$ cat config.mk
export PLATFORM = sky130hd
export DESIGN_NAME = lews_regs
export DESIGN_NICKNAME = d
export VERILOG_FILES = /design/src/sv/lidar_edge_waypoint_steer_macros.svh /design/src/sv/lews_pkg.sv /design/src/sv/lews_regs.sv
export SDC_FILE = /design/constraint.sdc
export NUM_CORES = 1
export LEC_CHECK = 0
export BUFFER_PORTS_ARGS = -buffer_cell sky130_fd_sc_hd__buf_2
export CAP_MARGIN = 20
export CORE_MARGIN = 1.5
export CORE_UTILIZATION = 48
export CTS_BUF_LIST = sky130_fd_sc_hd__clkbuf_16
export DETAILED_ROUTE_END_ITERATION = 10
export GPL_TIMING_DRIVEN = 0
export PLACE_DENSITY = 0.8
export SYNTH_ARGS = -nofsm -noshare
export SYNTH_HDL_FRONTEND = slang
export SYNTH_SLANG_ARGS = --single-unit
$ cat constraint.sdc
create_clock -name clk -period 1.5 [get_ports clk]
set_input_delay 0.15 -clock clk [delete_from_list [all_inputs] [get_ports clk]]
set_output_delay 0.15 -clock clk [all_outputs]
set_load 0.01 [all_outputs]
$ cat src/sv/lidar_edge_waypoint_steer_macros.svh
// ----------------------------------------------------------------------------
// lidar_edge_waypoint_steer_macros
// Assertion macros shared by the steering block.
// ----------------------------------------------------------------------------
`ifndef LIDAR_EDGE_WAYPOINT_STEER_MACROS_SVH
`define LIDAR_EDGE_WAYPOINT_STEER_MACROS_SVH
// implication checked every clock, quiet during reset
`define LEWS_ASSERT_IMP(label, pre, post) \
  label: assert property (@(posedge clk) disable iff (rst) (pre) |-> (post)) \
    else $error("lews check failed");
// next-cycle implication
`define LEWS_ASSERT_NEXT(label, pre, post) \
  label: assert property (@(posedge clk) disable iff (rst) (pre) |=> (post)) \
    else $error("lews check failed");
`endif

$ cat src/sv/lews_pkg.sv
// ----------------------------------------------------------------------------
// lews_pkg
// Shared constants and types for the lidar edge waypoint steering block.
// ----------------------------------------------------------------------------
package lews_pkg;
  localparam int ScanPoints  = 256;
  localparam int CordicSteps = 16;
  localparam int StepW       = 5;
  localparam logic signed [19:0] PiQ16 = 20'sd205887;
  localparam logic signed [16:0] PiQ13 = 17'sd25736;
  localparam logic signed [33:0] InvGainQ30 = 34'sd652032874;
  localparam logic [31:0] DegToQ16 = 32'd74961321;

  localparam logic [2:0] RegDrop  = 3'd0;
  localparam logic [2:0] RegArr   = 3'd1;
  localparam logic [2:0] RegSide  = 3'd2;
  localparam logic [2:0] RegFirst = 3'd3;
  localparam logic [2:0] RegLast  = 3'd4;

  function automatic logic signed [19:0] atan_q16(input logic [StepW-1:0] k);
    case (k)
      5'd0: atan_q16 = 20'sd51472;  5'd1: atan_q16 = 20'sd30385;
      5'd2: atan_q16 = 20'sd16055;  5'd3: atan_q16 = 20'sd8150;
      5'd4: atan_q16 = 20'sd4091;   5'd5: atan_q16 = 20'sd2047;
      5'd6: atan_q16 = 20'sd1024;   5'd7: atan_q16 = 20'sd512;
      5'd8: atan_q16 = 20'sd256;    5'd9: atan_q16 = 20'sd128;
      5'd10: atan_q16 = 20'sd64;    5'd11: atan_q16 = 20'sd32;
      5'd12: atan_q16 = 20'sd16;    5'd13: atan_q16 = 20'sd8;
      5'd14: atan_q16 = 20'sd4;     5'd15: atan_q16 = 20'sd2;
      5'd16: atan_q16 = 20'sd1;
      default: atan_q16 = 20'sd0;
    endcase
  endfunction

  typedef struct packed {
    logic [15:0]        drop_threshold;
    logic [15:0]        arrive_radius;
    logic signed [19:0] side_offset;
    logic [7:0]         window_first;
    logic [7:0]         window_last;
  } cfg_t;

  typedef struct packed {
    logic        mode;
    logic [7:0]  sample_index;
    logic [15:0] depth;
    logic signed [19:0] pos_x;
    logic signed [19:0] pos_y;
    logic signed [15:0] yaw;
    logic signed [19:0] target_x;
    logic signed [19:0] target_y;
  } in_t;

  typedef struct packed {
    logic        forward_drive;
    logic signed [15:0] turn_drive;
    logic        edge_found;
    logic [7:0]  edge_index;
  } out_t;

  // CORDIC control: start and mode (1 = vectoring); done comes back on its own port
  typedef struct packed {
    logic start;
    logic vectoring;
  } cordic_ctl_t;
endpackage

$ cat src/sv/lews_regs.sv
// ----------------------------------------------------------------------------
// lews_regs
// APB register file for the steering block settings.
// ----------------------------------------------------------------------------
module lews_regs
  import lews_pkg::*;
(
  input  logic        clk,
  input  logic        rst,
  input  logic        psel,
  input  logic        penable,
  input  logic        pwrite,
  input  logic [4:0]  paddr,
  input  logic [31:0] pwdata,
  output logic [31:0] prdata,
  output logic        pready,
  output cfg_t        cfg
);
  logic [2:0] idx;
  assign idx    = paddr[4:2];
  assign pready = 1'b1;

  always_ff @(posedge clk) begin
    if (rst) begin
      cfg.drop_threshold <= 16'd1536;
      cfg.arrive_radius  <= 16'd102;
      cfg.side_offset    <= 20'sd2048;
      cfg.window_first   <= 8'd60;
      cfg.window_last    <= 8'd110;
    end else if (psel && penable && pwrite) begin
      case (idx)
        RegDrop:  cfg.drop_threshold <= pwdata[15:0];
        RegArr:   cfg.arrive_radius  <= pwdata[15:0];
        RegSide:  cfg.side_offset    <= pwdata[19:0];
        RegFirst: cfg.window_first   <= pwdata[7:0];
        RegLast:  cfg.window_last    <= pwdata[7:0];
        default: ;
      endcase
    end
  end

  always_comb begin
    case (idx)
      RegDrop:  prdata = {16'd0, cfg.drop_threshold};
      RegArr:   prdata = {16'd0, cfg.arrive_radius};
      RegSide:  prdata = {{12{cfg.side_offset[19]}}, cfg.side_offset};
      RegFirst: prdata = {24'd0, cfg.window_first};
      RegLast:  prdata = {24'd0, cfg.window_last};
      default:  prdata = 32'd0;
    endcase
  end
endmodule

==> results.ini <==
[run_status]
status=finished, violations left
violations=setup timing

[synthesis]
ys.warnings.count=0
synthDistinctLibCells=30
synthesis.area_mm2=0.003387
syn_area_per_cell_um2=9.056
synth_seq_cells=68
synth_nets=416
synthCells=374
yosysSeqAreaShare_pct=40.19

[setup_path]
cp_max_fo=3
critPathLaunch=cfg[23]
arrival_ps=1370
critPathRequiredTime_ps=1350
endpoint=prdata[7]
r2r_cells=2
worstReg2RegEnd=cfg[62]
critPathCaptureType=output port
critPathKind=flip-flop to output port
worst-r2r-setup-slack_ps=650
start_kind=flip-flop
r2r_start=cfg[62]

[cts]
ctsHtreeMaxLevel=3
cts_root_buffer=clkbuf_16
clk_latency_ps=330
cts.clk_slew.worst_paths_ps=60
ctsHoldBuffers=0
clk_path_buf_depth=2
numCtsBuffers=9
cts.sinks=68
cts_tree=done

[route]
dr.pass1.iters=5
antenna_left=0
drt-initial-drc-count=312
wl_mm=11.27
avgViaCountPerCell=5.714
via_count=3491
post_drt_wl_per_cell_um=18.44
route.detailed.drc=0

[power]
pwr-share-comb_pct=10.1
leakage_nw=2.144
swShare_pct=25.22
switching_power_mw=1.036
power_density_mw_per_mm2=916.5
seqPwrFrac_pct=44.6
ir_worst_vdd_v=0.0007350
p_clk_share_pct=45.3
p_int_mw=3.072

[floorplanning]
start_util_pct=49.85
num_rows=30
core_mm2=0.006794
die-width_um=87
fp.dieH_um=87
io_pins=143
die_area_mm2=0.007569

[placed_design]
port_buffers=125
placedCellCount=595
gp_congestion=0.8833
dpl_cell_area_mm2=0.004133
hpwl_mm=7.709

[grt]
grt_usage_pct=29.22
grt_pass1_vias=3374
grt_max_degree=14
grt-ovfl-total=0
antenna_found_initial=0
grt_pass1_wl_mm=16.77

[sta]
fin_ws_ps=-15.32
maxSlewHeadroom_pct=47.67
period_needed_ps=1515
period_share_pct=101.0
fin_skew_ps=0
tightest_slew_ps=779.0
timing.final.hold_violations=0
setup-violations-final=1
drv_slew=0
rsz0062_at_grt=true
max_freq_mhz=659.9

[cells_and_area]
final_common_cell=buf_2
final_cell_mix=buf_2, dfxtp_1, nand2b_1
reg_top3=cfg x68
post-route-cell-area_mm2=0.004483
finalNonFillerCells=611
antennaDiodeCount=0
areaGrowthSynthToFinish_pct=32.36
largest_register_ffs=68
utilization_pct=65.99
nNetsFinal=552
drive_gt1_share_pct=39.22
fillers=591
largest-register=cfg

[job]
max_cap_violations=0

[worst_hold_path]
hold_path_class=input pin to flip-flop

[area by class of cell]
| class | count | area, um2 | area share (%) |
|---|---|---|---|
| multi-input combinational | 258 | 1812 | 40.41 |
| sequential | 68 | 1369 | 30.53 |
| timing repair buffer | 125 | 625.6 | 13.95 |
| buffer | 47 | 292.8 | 6.531 |
| clock buffer | 9 | 225.2 | 5.024 |
| tap | 96 | 120.1 | 2.679 |
| clock inverter | 7 | 35.03 | 0.7815 |
| inverter | 1 | 3.754 | 0.08373 |
[power groups by stage]
stage	Clock (mW)	Combinational, mW	Sequential [mW]
floorplan	0	0.215	1.87
global placement	0	0.370	1.87
detailed placement	0	0.378	1.87
CTS	1.87	0.386	1.83
global route	1.96	0.435	1.83
finish	1.86	0.414	1.83
[cells in the mapped netlist]
cell / n / share of area [%]
inv_1: 1 / 0.11
nand2_1: 1 / 0.11
nand3_2: 1 / 0.30
clkbuf_1: 20 / 2.2
a31oi_1: 1 / 0.18
a21boi_0: 2 / 0.44
buf_4: 14 / 3.1
and2_1: 4 / 0.74
and3_1: 3 / 0.55
a22oi_1: 22 / 4.9
o22ai_1: 8 / 1.5
nor2_1: 32 / 3.5
mux2_2: 16 / 5.3
nand4b_1: 1 / 0.26
and3_4: 1 / 0.33
a211o_1: 2 / 0.52
dfxtp_1: 68 / 40
o21ai_0: 19 / 2.8
buf_2: 7 / 1.0
nor3_1: 1 / 0.15
mux2i_1: 47 / 14
nand2b_1: 50 / 9.2
and3b_1: 1 / 0.26
buf_6: 3 / 1.0
nand3_1: 21 / 3.1
conb_1: 1 / 0.11
and4b_1: 1 / 0.30
nor2b_1: 3 / 0.55
a21oi_1: 20 / 3.0
buf_1: 3 / 0.33
[layer usage]
metal | GRT usage [%] | share of wire (%)
met2 | 49.75 | 48
met3 | 8.057 | 9.0
met4 | 10.41 | 2.4
met5 | 0 | 0
met1 | 35.22 | 40
[cells by family (layout without fill, tap and decap cells)]
| kind of cell | after synthesis | count (layout) | share of synthesized area [%] |
|---|---|---|---|
| flip-flops | 68 | 68 | 40.19 |
| multiplexers | 63 | 63 | 19.21 |
| AO/OA/AOI/OAI | 74 | 74 | 13.26 |
| buffers and inverters | 48 | 189 | 7.794 |
| other | 1 | 1 | 0.1107 |
| AND/OR/NAND/NOR | 120 | 120 | 19.43 |
[repair_timing]
item                                    4_1_cts  5_1_grt
endpoints found under the setup margin       29       23
buffers inserted                              0        0
pin swaps                                     0        3
gates resized for setup                      11       24
[worst min path at each step]
| stage | from | endpoint | slack (ps) | depth (start not counted) |
|---|---|---|---|---|
| 2_1_floorplan | pwdata[9] | cfg[61] | 270 | 1 |
| 3_3_place_gp | pwdata[9] | cfg[61] | 400 | 2 |
| 3_5_place_dp | pwdata[9] | cfg[61] | 410 | 2 |
| 4_1_cts | pwdata[17] | cfg[33] | 70 | 3 |
| 5_1_grt | pwdata[17] | cfg[33] | 80 | 3 |
| 6_report | pwdata[17] | cfg[33] | 80 | 3 |
[worst max-delay path: stages, from the launching register on]
cell and delay [ps]:
dfxtp_1 330, mux2_2 270, a22oi_1 150, o22ai_1 130, buf_2 160
[metrics by stage]
step / setup WS (ps) / hold slack (ps) / total power, mW / TNS [ps]
2_1_floorplan: 181.9 / 268.0 / 2.090 / 0
3_3_place_gp: -283.2 / 399.6 / 2.239 / -8067
3_5_place_dp: -320.1 / 408.0 / 2.248 / -10590
4_1_cts: 2.711 / 70.25 / 4.085 / 0
5_1_grt: -42.71 / 81.40 / 4.224 / -164.9
6_report: -15.32 / 75.91 / 4.109 / -15.32
Power figures use the tool's default switching activity.
