### src/sv/lidar_edge_waypoint_steer_macros.svh
// ----------------------------------------------------------------------------
// lidar_edge_waypoint_steer_macros
// Assertion macros shared by the steering block.
// ----------------------------------------------------------------------------
`ifndef LIDAR_EDGE_WAYPOINT_STEER_MACROS_SVH
`define LIDAR_EDGE_WAYPOINT_STEER_MACROS_SVH
// implication checked every clock, quiet during reset
`define LEWS_ASSERT_IMP(label, pre, post) \
  label: assert property (@(posedge clk) disable iff (rst) (pre) |-> (post)) \
    else $error("lews check failed");
// next-cycle implication
`define LEWS_ASSERT_NEXT(label, pre, post) \
  label: assert property (@(posedge clk) disable iff (rst) (pre) |=> (post)) \
    else $error("lews check failed");
`endif

### src/sv/lews_pkg.sv
// ----------------------------------------------------------------------------
// lews_pkg
// Shared constants and types for the lidar edge waypoint steering block.
// ----------------------------------------------------------------------------
package lews_pkg;
  localparam int ScanPoints  = 256;
  localparam int CordicSteps = 16;
  localparam int StepW       = 5;
  localparam logic signed [19:0] PiQ16 = 20'sd205887;
  localparam logic signed [16:0] PiQ13 = 17'sd25736;
  localparam logic signed [33:0] InvGainQ30 = 34'sd652032874;
  localparam logic [31:0] DegToQ16 = 32'd74961321;

  localparam logic [2:0] RegDrop  = 3'd0;
  localparam logic [2:0] RegArr   = 3'd1;
  localparam logic [2:0] RegSide  = 3'd2;
  localparam logic [2:0] RegFirst = 3'd3;
  localparam logic [2:0] RegLast  = 3'd4;

  function automatic logic signed [19:0] atan_q16(input logic [StepW-1:0] k);
    case (k)
      5'd0: atan_q16 = 20'sd51472;  5'd1: atan_q16 = 20'sd30385;
      5'd2: atan_q16 = 20'sd16055;  5'd3: atan_q16 = 20'sd8150;
      5'd4: atan_q16 = 20'sd4091;   5'd5: atan_q16 = 20'sd2047;
      5'd6: atan_q16 = 20'sd1024;   5'd7: atan_q16 = 20'sd512;
      5'd8: atan_q16 = 20'sd256;    5'd9: atan_q16 = 20'sd128;
      5'd10: atan_q16 = 20'sd64;    5'd11: atan_q16 = 20'sd32;
      5'd12: atan_q16 = 20'sd16;    5'd13: atan_q16 = 20'sd8;
      5'd14: atan_q16 = 20'sd4;     5'd15: atan_q16 = 20'sd2;
      5'd16: atan_q16 = 20'sd1;
      default: atan_q16 = 20'sd0;
    endcase
  endfunction

  typedef struct packed {
    logic [15:0]        drop_threshold;
    logic [15:0]        arrive_radius;
    logic signed [19:0] side_offset;
    logic [7:0]         window_first;
    logic [7:0]         window_last;
  } cfg_t;

  typedef struct packed {
    logic        mode;
    logic [7:0]  sample_index;
    logic [15:0] depth;
    logic signed [19:0] pos_x;
    logic signed [19:0] pos_y;
    logic signed [15:0] yaw;
    logic signed [19:0] target_x;
    logic signed [19:0] target_y;
  } in_t;

  typedef struct packed {
    logic        forward_drive;
    logic signed [15:0] turn_drive;
    logic        edge_found;
    logic [7:0]  edge_index;
  } out_t;

  // CORDIC control: start and mode (1 = vectoring); done comes back on its own port
  typedef struct packed {
    logic start;
    logic vectoring;
  } cordic_ctl_t;
endpackage

### src/sv/lews_cordic.sv
// ----------------------------------------------------------------------------
// lews_cordic
// Shared CORDIC, one micro-rotation per cycle, rotation or vectoring mode.
// ----------------------------------------------------------------------------
module lews_cordic
  import lews_pkg::*;
(
  input  logic               clk,
  input  logic               rst,
  input  cordic_ctl_t        ctl,
  input  logic signed [33:0] x_in,
  input  logic signed [33:0] y_in,
  input  logic signed [19:0] z_in,
  output logic signed [33:0] x_out,
  output logic signed [33:0] y_out,
  output logic signed [19:0] z_out,
  output logic               done
);
  logic signed [33:0] x, y;
  logic signed [19:0] z;
  logic [StepW-1:0]   k;
  logic               busy, vec;
  logic signed [33:0] xs, ys;
  logic               dir;

  assign xs  = x >>> k;
  assign ys  = y >>> k;
  assign dir = vec ? ~y[33] : ~z[19];

  always_ff @(posedge clk) begin
    if (rst) begin
      busy <= 1'b0;
      done <= 1'b0;
      k    <= '0;
      vec  <= 1'b0;
    end else begin
      done <= 1'b0;
      if (ctl.start) begin
        busy <= 1'b1;
        vec  <= ctl.vectoring;
        k    <= '0;
        x    <= x_in;
        y    <= y_in;
        z    <= z_in;
      end else if (busy) begin
        if (dir == vec) begin
          // vectoring with y >= 0, or rotation with z < 0
          x <= x + ys; y <= y - xs; z <= z + atan_q16(k);
        end else begin
          x <= x - ys; y <= y + xs; z <= z - atan_q16(k);
        end
        if (k == StepW'(CordicSteps - 1)) begin
          busy <= 1'b0;
          done <= 1'b1;
        end
        k <= k + 1'b1;
      end
    end
  end

  assign x_out = x;
  assign y_out = y;
  assign z_out = z;
endmodule

### config.mk
export PLATFORM = sky130hd
export DESIGN_NAME = lews_cordic
export DESIGN_NICKNAME = d
export VERILOG_FILES = /design/src/sv/lidar_edge_waypoint_steer_macros.svh /design/src/sv/lews_pkg.sv /design/src/sv/lews_cordic.sv
export SDC_FILE = /design/constraint.sdc
export NUM_CORES = 1
export LEC_CHECK = 0
export BUFFER_PORTS_ARGS = -buffer_cell sky130_fd_sc_hd__clkbuf_2
export CAP_MARGIN = 10
export CORE_MARGIN = 1.5
export CORE_UTILIZATION = 45
export DETAILED_ROUTE_END_ITERATION = 12
export GPL_TIMING_DRIVEN = 0
export PLACE_DENSITY = 0.72
export SLEW_MARGIN = 25
export SYNTH_ARGS = -nofsm -noshare
export SYNTH_HDL_FRONTEND = slang
export SYNTH_SLANG_ARGS = --single-unit
### constraint.sdc
create_clock -name clk -period 8.9 [get_ports clk]
set_clock_uncertainty 0.15 [all_clocks]
set_input_delay 2.225 -clock clk [delete_from_list [all_inputs] [get_ports clk]]
set_output_delay 2.225 -clock clk [all_outputs]
set_load 0.05 [all_outputs]
==> results_dict.tcl, run 1 <==
set metrics [dict create \
    cellPowerDensity_nw_per_um2 275 \
    post_synth_instance_area_um2 15400 \
    hpwl_mm 58.0 \
    initial_drc_count 1699 \
    timing.final.crit_share_pct 96.0 \
    timing_worst_slew_pin_value_ps 1110 \
    final_setup_violating_endpoints 0 \
    critical_path.startpoint_type "register" \
    grt_first_pass_wirelength_mm 106 \
    synth_xor_xnor_area_share_pct 8.40 \
    postRouteAntennaNets 0 \
    avgRoutedWirePerCell_um 30.5 \
    end_kind "register" \
    pin_count 181 \
    avgSynthCellArea_um2 8.66 \
    initial_drt_pass_iterations 6 \
    maxSlewViolCount 0 \
    edff_count_synth 88 \
    numPortBuffers 180 \
    fin_worst_hold_slack_ps 477 \
    rsz0062_at_grt "no" \
    clock_sinks 112 \
    hold_viol 0 \
    cap_viol_max_count 0 \
    synth-async-reset-ratio_pct 0 \
    power.leakage_nw 6.95 \
    critPathMaxStageDelay_ps 720 \
    worst-setup-path-type "reg -> reg" \
    worst-path-max-fanout 10 \
    grt_max_degree 26 \
    num_rows 67 \
    tritoncts "built" \
    final_design_area_no_fill_um2 17300 \
    fp.dieH_um 188 \
    die_width_um 188 \
    area_of_placed_instances_um2 16900 \
    worst_path_max_delay_cell "clkbuf_1" \
    synthDistinctLibCells 91 \
    syn-num-nets 1971 \
    clockRootBuffer "clkbuf_16" \
    grt_overflow 0 \
    initial_utilization_pct 45.8 \
    synth_sequential_area_ratio_pct 20.3 \
    synth-compound-area-share_pct 22.9 \
    globalRoute.busiestLayer "met2" \
    final_net_count 2165 \
    grt_pass1_vias 15700 \
    yosys_warnings 0 \
    cts_buffers 9 \
    peakVddDrop_uv 184 \
    worst_hold_path_type "reg -> reg" \
    synth.mux.area_fraction_pct 18.5 \
    cts-resized-gates 0 \
    syn_inst 1776 \
    post_cts_hold_buffer_count 0 \
    route.final.wire_length_mm 73.9 \
    clkTransAtPathRegs_ps 90 \
    drive_gt1_share_pct 21.0 \
    synthSimpleGateAreaFrac_pct 16.5 \
    route.detailed.drc 0 \
    status "finished clean" \
    vias_per_cell 6.77 \
    post-cts-setup-buffer-count 0 \
    worstPathArrival_ps 8550 \
    num_vias 16400 \
    number_of_buffers_on_the_longest_clock_path 2 \
    timing.slew.headroom_pct 25.8 \
    cts_max_level 3 \
    place_congestion 1.03 \
    syn_to_final_growth_pct 12.2 \
    fmax_mhz 117 \
    die_area_um2 35300 \
    synth_flop_cell "edfxtp_1" \
    worst_ep_required_time_ps 8900 \
    floorplan.core_area_um2 33600 \
    dominant_combinational_cell_family_by_area_after_synthesis "compound AO/OA/AOI/OAI gates" \
    grt_util_met1_pct 52.4 \
    synth_seq_cells 112 \
    grtUsageMet3_pct 11.9 \
    final.min_clock_period_ps 8550 \
    clk_latency_ps 410 \
    antenna_found_initial 3 \
    global_routing_met2_resource_utilization_pct 63.9 \
    synth_adder_area_share_pct 8.52 \
    grtUsageTotal_pct 41.4 \
]
## kinds of logic (layout without fill, tap and decap cells)
kind of cell / count (synthesis) / after routing
buffers and inverters: 160 / 359
multiplexers: 192 / 192
other: 0 / 1
AND/OR/NAND/NOR: 531 / 531
flip-flops: 112 / 112
AO/OA/AOI/OAI: 532 / 532
XOR/XNOR: 146 / 146
adder cells (fa/ha/maj): 103 / 103
## routing by layer
metal  share of wire, %  routed length, um
met1                 39              28500
met2                 44              32400
met3                 12               8770
met4                5.7               4210
met5              0.018                 13
## layout make-up
type                    instances  area [um2]
repair buffers                184         987
inverters                      58         218
plain buffers                 101         528
clock inverters                 6        70.1
multi-input cells            1504       11500
flip-flops and latches        112        3120
clock buffers                  10         229
diodes                          1        2.50
well taps                     448         561
fillers                      3225       16400
## final timing paths
path | slack, ps | endpoint | depth (start not counted) | startpoint
max | 350 | y_out[33] | 27 | k[1]
min | 480 | vec | 2 | vec
max reg2reg | 350 | y_out[33] | 27 | k[1]
min reg2reg | 480 | vec | 2 | vec
## critical path, delay by kind of cell, from the launching register on
family | cells | cell delay (ps)
AO/OA/AOI/OAI | 9 | 2400
XOR/XNOR | 2 | 810
adder cells (fa/ha/maj) | 2 | 590
buffers and inverters | 6 | 1530
flip-flops | 1 | 360
multiplexers | 2 | 750
AND/OR/NAND/NOR | 6 | 1650
## metrics by stage
| stage | worst slack, ps | util [%] | instances | setup TNS [ps] | power, W |
|---|---|---|---|---|---|
| after floorplan | 1640 | - | 1776 | 0 | 0.00324 |
| after global placement | -1490 | 50.1 | 2404 | -129540 | 0.00411 |
| after detailed placement | 569 | 50.4 | 2407 | 0 | 0.00418 |
| after CTS | 477 | 51.3 | 2423 | 0 | 0.00464 |
| after global routing | 13.5 | 51.3 | 2423 | 0 | 0.00499 |
| final | 355 | 51.3 | 2424 | 0 | 0.00474 |
## cells in the mapped netlist, types with 39 or more instances
cell / instances / area, um2
ha_1: 100 / 1250
mux2i_1: 69 / 691
mux2_2: 53 / 597
a21o_1: 39 / 293
xor2_1: 65 / 569
xnor2_1: 80 / 701
nor2_1: 125 / 469
clkbuf_1: 45 / 169
nand2_1: 205 / 769
o21ai_0: 134 / 671
edfxtp_1: 88 / 2640
inv_1: 56 / 210
a21oi_1: 106 / 531
mux4_2: 66 / 1490
## layout by cell type (no fill, tap or decap), drive strengths merged, types with 7 or more instances in the layout
cell type,Yosys,final
clkbuf,45,235
nand2,206,206
o21ai,134,134
nor2,125,125
a21oi,106,106
ha,100,100
edfxtp,88,88
xnor2,80,80
mux2i,72,72
mux4,66,66
xor2,65,65
inv,58,61
buf,57,60
mux2,54,54
a21o,39,39
nand3,29,29
a31oi,28,28
nor3,28,28
nand2b,27,27
o22ai,27,27
dfxtp,24,24
o31ai,22,22
o21a,19,19
and3,18,18
nor2b,17,17
and2,17,17
or2,15,15
a211oi,14,14
or3,13,13
o221ai,13,13
o211ai,13,13
a221oi,12,12
o21bai,11,11
a22oi,10,10
nand4,8,8
a2111oi,7,7
nor4,7,7
## report_power, final
| part | switching [W] | leakage (nW) | internal (W) |
|---|---|---|---|
| clock | 0.000247 | 0.145 | 0.000200 |
| combinational | 0.00209 | 5.77 | 0.00125 |
| sequential | 0.000237 | 1.04 | 0.000725 |
Note: power is estimated with default switching activity, not from simulation.
==> run 2, diff against run 1 <==
--- a/config.mk
+++ b/config.mk
@@ -7,12 +7,11 @@
 export LEC_CHECK = 0
 export BUFFER_PORTS_ARGS = -buffer_cell sky130_fd_sc_hd__clkbuf_2
 export CAP_MARGIN = 10
-export CORE_MARGIN = 1.5
+export CORE_MARGIN = 2
 export CORE_UTILIZATION = 45
 export DETAILED_ROUTE_END_ITERATION = 12
 export GPL_TIMING_DRIVEN = 0
 export PLACE_DENSITY = 0.72
-export SLEW_MARGIN = 25
 export SYNTH_ARGS = -nofsm -noshare
 export SYNTH_HDL_FRONTEND = slang
 export SYNTH_SLANG_ARGS = --single-unit
==> run 2 against run 1 <==
Compared with the run above: sequential power is essentially flat; combinational power hardly changed; total power is 0.57% lower; cell area shrank 0.22%; worst hold slack got worse by 41 ps; register-to-register slack hardly changed; critical path type unchanged; critical endpoint unchanged; largest power group unchanged.
==> results_dict.tcl, run 2 (synthesis gave the netlist of run 1 again) <==
set metrics [dict create \
    final_setup_violating_endpoints 0 \
    num_vias 16400 \
    timing_worst_slew_pin_value_ps 1430 \
    final_cell_mix "205 x nand2_1, 181 x clkbuf_2, 134 x o21ai_0" \
    timing.final.crit_share_pct 95.9 \
    vias_per_cell 6.77 \
    die_area_um2 35700 \
    postRouteAntennaNets 0 \
    numPortBuffers 180 \
    fin_worst_hold_slack_ps 436 \
    die_width_um 189 \
    status "finished clean" \
    cap_viol_max_count 0 \
    cts_buffers 9 \
    worst_path_cell_chain "clkbuf_1 -> buf_2 -> buf_1 -> clkbuf_2 -> buf_2 -> o21ai_0 -> a211oi_1 -> and3_1 -> nand3_1 -> nor3_2 -> a21oi_1 -> xor2_1 -> ha_1 -> a21o_1 -> a21oi_1 -> nor2b_1 -> or2_2 -> nor3_1 -> a21oi_1 -> a221o_1 -> a31oi_1 -> xnor3_1 -> mux2_2" \
    peakVddDrop_uv 128 \
    layout.cells.most_common "nand2_1" \
    maxSlewViolCount 0 \
    clk_latency_ps 410 \
    floorplan.core_area_um2 33600 \
    number_of_buffers_on_the_longest_clock_path 2 \
    critical_path.startpoint_type "register" \
    pin_count 181 \
    grt_pass1_vias 15900 \
    route.detailed.drc 0 \
    grtUsageTotal_pct 40.5 \
    initial_utilization_pct 45.8 \
    cts_max_level 3 \
    clock_sinks 112 \
    worst_hold_path_type "reg -> reg" \
    critical_path.most_common_cell "a21oi_1" \
    timing.final.ws_setup_ps 362 \
    grt_overflow 0 \
    syn_to_final_growth_pct 12.0 \
    worst-path-max-fanout 10 \
    drive_gt1_share_pct 20.7 \
    end_kind "register" \
    worst_path_max_delay_cell "buf_1" \
    initial_drt_pass_iterations 6 \
    post_cts_hold_buffer_count 0 \
    final.min_clock_period_ps 8540 \
    initial_drc_count 1823 \
    rsz0062_at_grt "no" \
    fp.dieH_um 189 \
    grt_max_degree 35 \
    power.leakage_nw 6.93 \
    num_rows 67 \
    cellPowerDensity_nw_per_um2 274 \
    critical_path_buf_inv_count 5 \
    timing.slew.headroom_pct 4.77 \
    worst_ep_required_time_ps 8910 \
    clkTransAtPathRegs_ps 90 \
    antenna_found_initial 0 \
    tritoncts "built" \
    avgRoutedWirePerCell_um 30.2 \
    hold_viol 0 \
    worstPathArrival_ps 8540 \
    grt_first_pass_wirelength_mm 105 \
    worst-setup-path-type "reg -> reg" \
    final_net_count 2165 \
    fmax_mhz 117 \
    minimum_setup_slack_after_placement_ps 541 \
    clockRootBuffer "clkbuf_16" \
    critPathMaxStageDelay_ps 650 \
    path_delay_family "buffers and inverters" \
    num_antenna_cells 0 \
    place_congestion 1.03 \
    hpwl_mm 56.9 \
    route.final.wire_length_mm 73.1 \
]
==> run 2: final timing paths <==
check | from | to | slack (ps) | cells after the start
min | vec | vec | 440 | 2
max reg2reg | k[4] | y_out[33] | 360 | 23
max | k[4] | y_out[33] | 360 | 23
min reg2reg | vec | vec | 440 | 2
==> run 2: repair_timing <==
item	CTS	global route
endpoints found under the setup margin	0	1
gates resized for setup	0	2
buffers inserted	0	0
==> run 2: cell type report <==
cell class,count,area [um2]
flip-flops and latches,112,3120
multi-input cells,1504,11500
clock buffers,9,225
plain buffers,102,527
well taps,448,561
clock inverters,7,85.1
fillers,3265,16400
repair buffers,183,952
inverters,58,218
==> run 2: tightest hold or removal path, cell delays in order (launching register included) <==
cell and delay (ps):
dfxtp_1 360, mux2i_1 140, nor2_1 50
==> run 2: report_power, final <==
group	internal (W)	switching [W]	total, W
Sequential	0.000725	0.000238	0.000963
Combinational	0.00124	0.00206	0.00330
Clock	0.000202	0.000250	0.000452
Total	0.00217	0.00254	0.00472
==> run 2: through the flow <==
step                setup TNS, ps  instance area, um2  util (%)  cells  power [W]
CTS                             0               17200      51.2   2423    0.00461
detailed placement              0               16900      50.3   2407    0.00415
finish                          0               17200      51.2   2423    0.00472
global placement          -144390               16800      50.1   2404    0.00409
global route                    0               17200      51.2   2423    0.00497
floorplan                       0               15400         -   1776    0.00324
==> run 2: metal layers <==
layer | GRT usage [%] | part of all wire [%]
met5 | 0 | 0
met4 | 25.3 | 6.9
met3 | 11.3 | 11
met2 | 61.3 | 43
met1 | 51.3 | 39
